<file path="src/rtl/kkhi_pkg.sv">
`timescale 1ns / 1ps
// ---------------------------------------------------------------------------
// kkhi_pkg
// Shared constants, codes and controller/datapath interface types for the
// key/kind hash index.
// ---------------------------------------------------------------------------
package kkhi_pkg;

  // Default sizing
  localparam int BUCKETS_DEF      = 1024;
  localparam int POOL_ENTRIES_DEF = 4096;
  localparam int LIMIT_CAP_DEF    = 63;

  // Field widths
  localparam int KEY_W   = 64;
  localparam int KIND_W  = 32;
  localparam int LOC_W   = 64;
  localparam int TIME_W  = 64;
  localparam int LIM_W   = 6;
  localparam int RT_W    = 2;
  localparam int ST_W    = 2;
  localparam int IN_DW   = 552;
  localparam int OUT_DW  = 136;

  // Low word of the golden-ratio multiplier; only low hash bits are used
  localparam logic [31:0] GOLDEN_LO = 32'h7F4A7C15;

  // Operations
  localparam logic OP_INSERT  = 1'b0;
  localparam logic OP_ITERATE = 1'b1;

  // Result types
  localparam logic [RT_W-1:0] RT_STATUS = 2'd0;
  localparam logic [RT_W-1:0] RT_MATCH  = 2'd1;
  localparam logic [RT_W-1:0] RT_DONE   = 2'd2;

  // Insert status codes
  localparam logic [ST_W-1:0] ST_OK         = 2'd0;
  localparam logic [ST_W-1:0] ST_POOL_FULL  = 2'd1;
  localparam logic [ST_W-1:0] ST_TABLE_FULL = 2'd2;

  // Commands from controller to datapath
  typedef struct packed {
    logic            load;
    logic            clear;
    logic            hash;
    logic            bucket_rd;
    logic            probe_next;
    logic            insert_wr;
    logic            chain_start;
    logic            pool_rd;
    logic            chain_step;
    logic            emit;
    logic [RT_W-1:0] emit_type;
    logic [ST_W-1:0] emit_status;
  } cmd_t;

  // Status from datapath to controller
  typedef struct packed {
    logic op;
    logic clr_last;
    logic pool_full;
    logic used;
    logic hit;
    logic probe_last;
    logic chain_end;
    logic pass;
    logic out_free;
  } stat_t;

endpackage

</file>
<file path="src/rtl/kkhi_ctrl.sv">
`timescale 1ns / 1ps
// ---------------------------------------------------------------------------
// kkhi_ctrl
// Controller: sequences the clear sweep, hashing, probing, insert writes,
// chain walk and result transfers.
// ---------------------------------------------------------------------------
module kkhi_ctrl (
  input  logic            clk,
  input  logic            rst_n,
  input  logic            in_tvalid,
  output logic            in_tready,
  input  kkhi_pkg::stat_t stat,
  output kkhi_pkg::cmd_t  cmd
);

  localparam logic [3:0] S_CLEAR  = 4'd0;
  localparam logic [3:0] S_IDLE   = 4'd1;
  localparam logic [3:0] S_HASH   = 4'd2;
  localparam logic [3:0] S_RD     = 4'd3;
  localparam logic [3:0] S_CMP    = 4'd4;
  localparam logic [3:0] S_WR     = 4'd5;
  localparam logic [3:0] S_STATUS = 4'd6;
  localparam logic [3:0] S_LOOP   = 4'd7;
  localparam logic [3:0] S_CHK    = 4'd8;
  localparam logic [3:0] S_DONE   = 4'd9;

  logic [3:0]                state_r, state_nxt;
  logic [kkhi_pkg::ST_W-1:0] st_r, st_nxt;

  always_ff @(posedge clk) begin
    if (!rst_n) begin
      state_r <= S_CLEAR;
      st_r    <= kkhi_pkg::ST_OK;
    end else begin
      state_r <= state_nxt;
      st_r    <= st_nxt;
    end
  end

  assign in_tready = (state_r == S_IDLE);

  // Next state and commands
  always_comb begin
    state_nxt = state_r;
    st_nxt    = st_r;
    cmd       = '0;
    unique case (state_r)
      S_CLEAR: begin
        cmd.clear = 1'b1;
        if (stat.clr_last) begin
          state_nxt = S_IDLE;
        end
      end
      S_IDLE: begin
        if (in_tvalid) begin
          cmd.load  = 1'b1;
          state_nxt = S_HASH;
        end
      end
      S_HASH: begin
        cmd.hash = 1'b1;
        if (stat.op == kkhi_pkg::OP_INSERT && stat.pool_full) begin
          st_nxt    = kkhi_pkg::ST_POOL_FULL;
          state_nxt = S_STATUS;
        end else begin
          state_nxt = S_RD;
        end
      end
      S_RD: begin
        cmd.bucket_rd = 1'b1;
        state_nxt     = S_CMP;
      end
      S_CMP: begin
        if (!stat.used || stat.hit) begin
          if (stat.op == kkhi_pkg::OP_INSERT) begin
            state_nxt = S_WR;
          end else if (stat.hit) begin
            cmd.chain_start = 1'b1;
            state_nxt       = S_LOOP;
          end else begin
            state_nxt = S_DONE;
          end
        end else begin
          cmd.probe_next = 1'b1;
          if (!stat.probe_last) begin
            state_nxt = S_RD;
          end else if (stat.op == kkhi_pkg::OP_INSERT) begin
            st_nxt    = kkhi_pkg::ST_TABLE_FULL;
            state_nxt = S_STATUS;
          end else begin
            state_nxt = S_DONE;
          end
        end
      end
      S_WR: begin
        cmd.insert_wr = 1'b1;
        st_nxt        = kkhi_pkg::ST_OK;
        state_nxt     = S_STATUS;
      end
      S_STATUS: begin
        if (stat.out_free) begin
          cmd.emit        = 1'b1;
          cmd.emit_type   = kkhi_pkg::RT_STATUS;
          cmd.emit_status = st_r;
          state_nxt       = S_IDLE;
        end
      end
      S_LOOP: begin
        if (stat.chain_end) begin
          state_nxt = S_DONE;
        end else begin
          cmd.pool_rd = 1'b1;
          state_nxt   = S_CHK;
        end
      end
      S_CHK: begin
        // Hold a passing entry until the result register is free
        if (!stat.pass || stat.out_free) begin
          cmd.chain_step = 1'b1;
          cmd.emit       = stat.pass;
          cmd.emit_type  = kkhi_pkg::RT_MATCH;
          state_nxt      = S_LOOP;
        end
      end
      S_DONE: begin
        if (stat.out_free) begin
          cmd.emit      = 1'b1;
          cmd.emit_type = kkhi_pkg::RT_DONE;
          state_nxt     = S_IDLE;
        end
      end
      default: begin
        state_nxt = S_IDLE;
      end
    endcase
  end

endmodule

</file>
<file path="config.mk">
export PLATFORM = sky130hd
export DESIGN_NAME = kkhi_ctrl
export DESIGN_NICKNAME = d
export VERILOG_FILES = /design/src/rtl/kkhi_pkg.sv /design/src/rtl/kkhi_ctrl.sv
export SDC_FILE = /design/constraint.sdc
export NUM_CORES = 1
export LEC_CHECK = 0
export ABC_AREA = 0
export BUFFER_PORTS_ARGS = -buffer_cell sky130_fd_sc_hd__buf_4
export CORE_MARGIN = 2
export CORE_UTILIZATION = 41
export CTS_CLUSTER_DIAMETER = 40
export DETAILED_ROUTE_END_ITERATION = 16
export GPL_TIMING_DRIVEN = 0
export PLACE_DENSITY_LB_ADDON = 0.15
export SLEW_MARGIN = 20
export SYNTH_ARGS = -nofsm -noshare
export SYNTH_HDL_FRONTEND = slang
export SYNTH_SLANG_ARGS = --single-unit
export TNS_END_PERCENT = 5
</file>
<file path="constraint.sdc">
create_clock -name clk -period 1.4 [get_ports clk]
set_input_delay 0.21 -clock clk [delete_from_list [all_inputs] [get_ports clk]]
set_output_delay 0.21 -clock clk [all_outputs]
set_load 0.05 [all_outputs]
</file>
==> metrics <==
outcome finished, violations left; failing checks setup timing; Hold Path Class in2reg; CTS tree yes; max-cap violations 0; startpoint types flop; IO Pins 27; Clock Latency Late Sink 0.25 ns; Synth Cell Area 644.4 um2; Nets 145; post-synth cell types 36; FFs w/ async S/R, synth 0%; DR WL/cell 16.64 um; Crit Path Max Fanout 7; Post-Synthesis Net Count 105; Max Buffers Root-to-Sink 2; commonest cells in the netlist nor3_1, a21oi_1, nor2_1, nand2_1, dfxtp_1; Tmin final 1.574 ns; internal power 0.5251 mW; vias in the first global route 827; hold_buf cts 0; DR vias 891; final slew viol count 0; synth warn 0; Static Leak 0.4988 nW; Slowest-stage cell, CP dfxtp_4; DRT antenna net count 0; Critical Path Sink Type primary output; Comb pwr share 61.1%; Num CTS Buffers 3; Max Clock Freq 635.5 MHz; clock-pin slew on the worst setup and hold paths 0.05 ns; Placed Cells 135; Reg power frac 20.4%; GRT overflow 0; All-Layer GR Usage 25.94%; Pwr Density 731.9 nW/um2; die width 43.65 um; Seq/Total Area, Yosys 18.64%; initial antenna violation count 0; CP arrival 1.36 ns; net switching share of the total power 42.54%; setup TNS -2.141 ns; FP Rows 14; Psw 0.3888 mW; Synth Instances 93; top-count cell post-synth nor3_1; top_reg_cell synth dfxtp_1; Die Y 43.65 um; H-tree level count 1; clk root buf clkbuf_4; area delta synth->final 93.79%; Port Buf Inserts 26; Clock Power Share 18.5%; final worst setup slack -0.1736 ns; layout cells sized above 1 59.54%; Crit path largest cell delay 0.39 ns; final wirelength 2.446 mm; relative slew slack 68.59%; Detail Placement HPWL 1.490 mm; drc violations 0; DRT iter0 DRCs 18; # setup viols final 18; CTS sink cnt 6; Synth top area share 18.64%; DIE AREA 1905 um2; first-pass GRT wire length 3.670 mm; area leader, netlist dfxtp_1; path type of the worst setup path reg2out; ANT cells 0; Critical Path RT 1.19 ns; Initial Util 43.28%; RSZ-0062 raised after global routing true; vias per cell 6.061; Tightest Pin Transition 0.4669 ns; Layout Skew 0.002437 ns; syn avg cell area 6.929 um2; routability cong. 0.8279; number of synthesized flops with an enable pin 0; worst vdd ir 0.0005321 V; CP Cell Sequence nand2b_4 -> nor2_4 -> and3_1 -> buf_6; largest net degree at the start of global routing 11; Core Area 1489 um2; Fin. Hold Viols 0; Pre-antenna DRT Iters 4; FF+latch count, synth 6; Finished Layout Cells 147; part of the cycle the worst path needs 112.4%; Layout fillers 87; Area contributors post-synth dfxtp_1, nor3_1, a21oi_1, nand2b_1, nor2_1
## power groups by stage
stage                     combinational, mW  sequential, mW  clock [mW]
final                                 0.559           0.186       0.169
after floorplan                       0.306           0.188           0
after CTS                             0.523           0.185       0.166
after detailed placement              0.413           0.188           0
after global routing                  0.590           0.187       0.177
after global placement                0.407           0.188           0
## state kept, by name, summed over array words and instances (netlist names)
name and flops:
st_r 2, state_r 4
## worst max-delay path: cells and delay by family (launching register included)
family | cells | cell delay (ns)
and+or+nand+nor | 3 | 0.57
buffers and inverters | 1 | 0.16
DFF | 1 | 0.39
## worst paths after layout
kind,startpoint,to,slack [ns],cells past startpoint
worst max-delay path,state_r[3],cmd[0],-0.17,4
worst min-delay path,rst_n,state_r[3],0.21,2
worst max register to register,state_r[1],state_r[2],-0.14,6
worst min register to register,st_r[1],st_r[1],0.59,2
## cells in the final DEF, fill, tap and decap left out, drive strengths merged
cell    synthesis  routed
a21oi           8       8
a221oi          1       1
a22oi           1       1
a311oi          1       1
a31oi           1       1
and2            1       1
and3            3       3
and4bb          2       2
buf             5      41
clkbuf          3       5
dfxtp           6       6
inv             2       2
nand2           9       9
nand2b          5       5
nand3           2       2
nor2            8       8
nor2b           3       3
nor3           13      13
nor3b           1       1
nor4            4       4
o211ai          1       1
o21a            1       1
o21ai           7       7
o21bai          1       1
o221ai          1       1
or3             1       1
or3b            1       1
xnor2           1       1
## area by class of cell
cell class	instances	area [um2]	share of cell area, %
Buffer	7	115.1	9.218
Clock buffer	3	22.52	1.804
Inverter	2	10.01	0.8016
Multi-Input combinational cell	77	624.3	50.00
Sequential cell	6	125.1	10.02
Tap cell	16	20.02	1.603
Timing Repair Buffer	36	331.6	26.55
## metrics by stage
| step | setup slack [ns] | cell area, um2 | utilization (%) | total power, mW | hold WS [ns] |
|---|---|---|---|---|---|
| 4_1_cts | -0.1580 | 1179 | 79.16 | 0.8739 | 0.2098 |
| 3_3_place_gp | -0.3785 | 943.4 | 63.36 | 0.5956 | 0.4569 |
| 6_report | -0.1736 | 1249 | 83.87 | 0.9139 | 0.2076 |
| 5_1_grt | -0.2237 | 1249 | 83.87 | 0.9536 | 0.2165 |
| 2_1_floorplan | -0.3035 | 728.2 | - | 0.4934 | 0.3275 |
| 3_5_place_dp | -0.4062 | 943.4 | 63.36 | 0.6013 | 0.4615 |
## layer usage
layer / vias up / global-route usage (%) / share of wire [%]
li1: 419 / - / -
met1: 422 / 32.47 / 40
met2: 46 / 43.53 / 53
met3: 4 / 4.167 / 5.8
met4: 0 / 11.52 / 1.4
met5: - / 0 / 0
## kinds of logic after synthesis
group,share of synthesized area [%]
AOI/OAI and AO/OA,23.30
xor gates and xnor gates,1.359
buffers and inverters,9.707
DFF,18.64
and+or+nand+nor,46.99
## what timing repair did
action,in CTS,in global routing
setup buffers,7,3
gates resized for setup,40,9
setup endpoints to repair,21,20
pin swaps,8,4
Power figures use the tool's default switching activity.
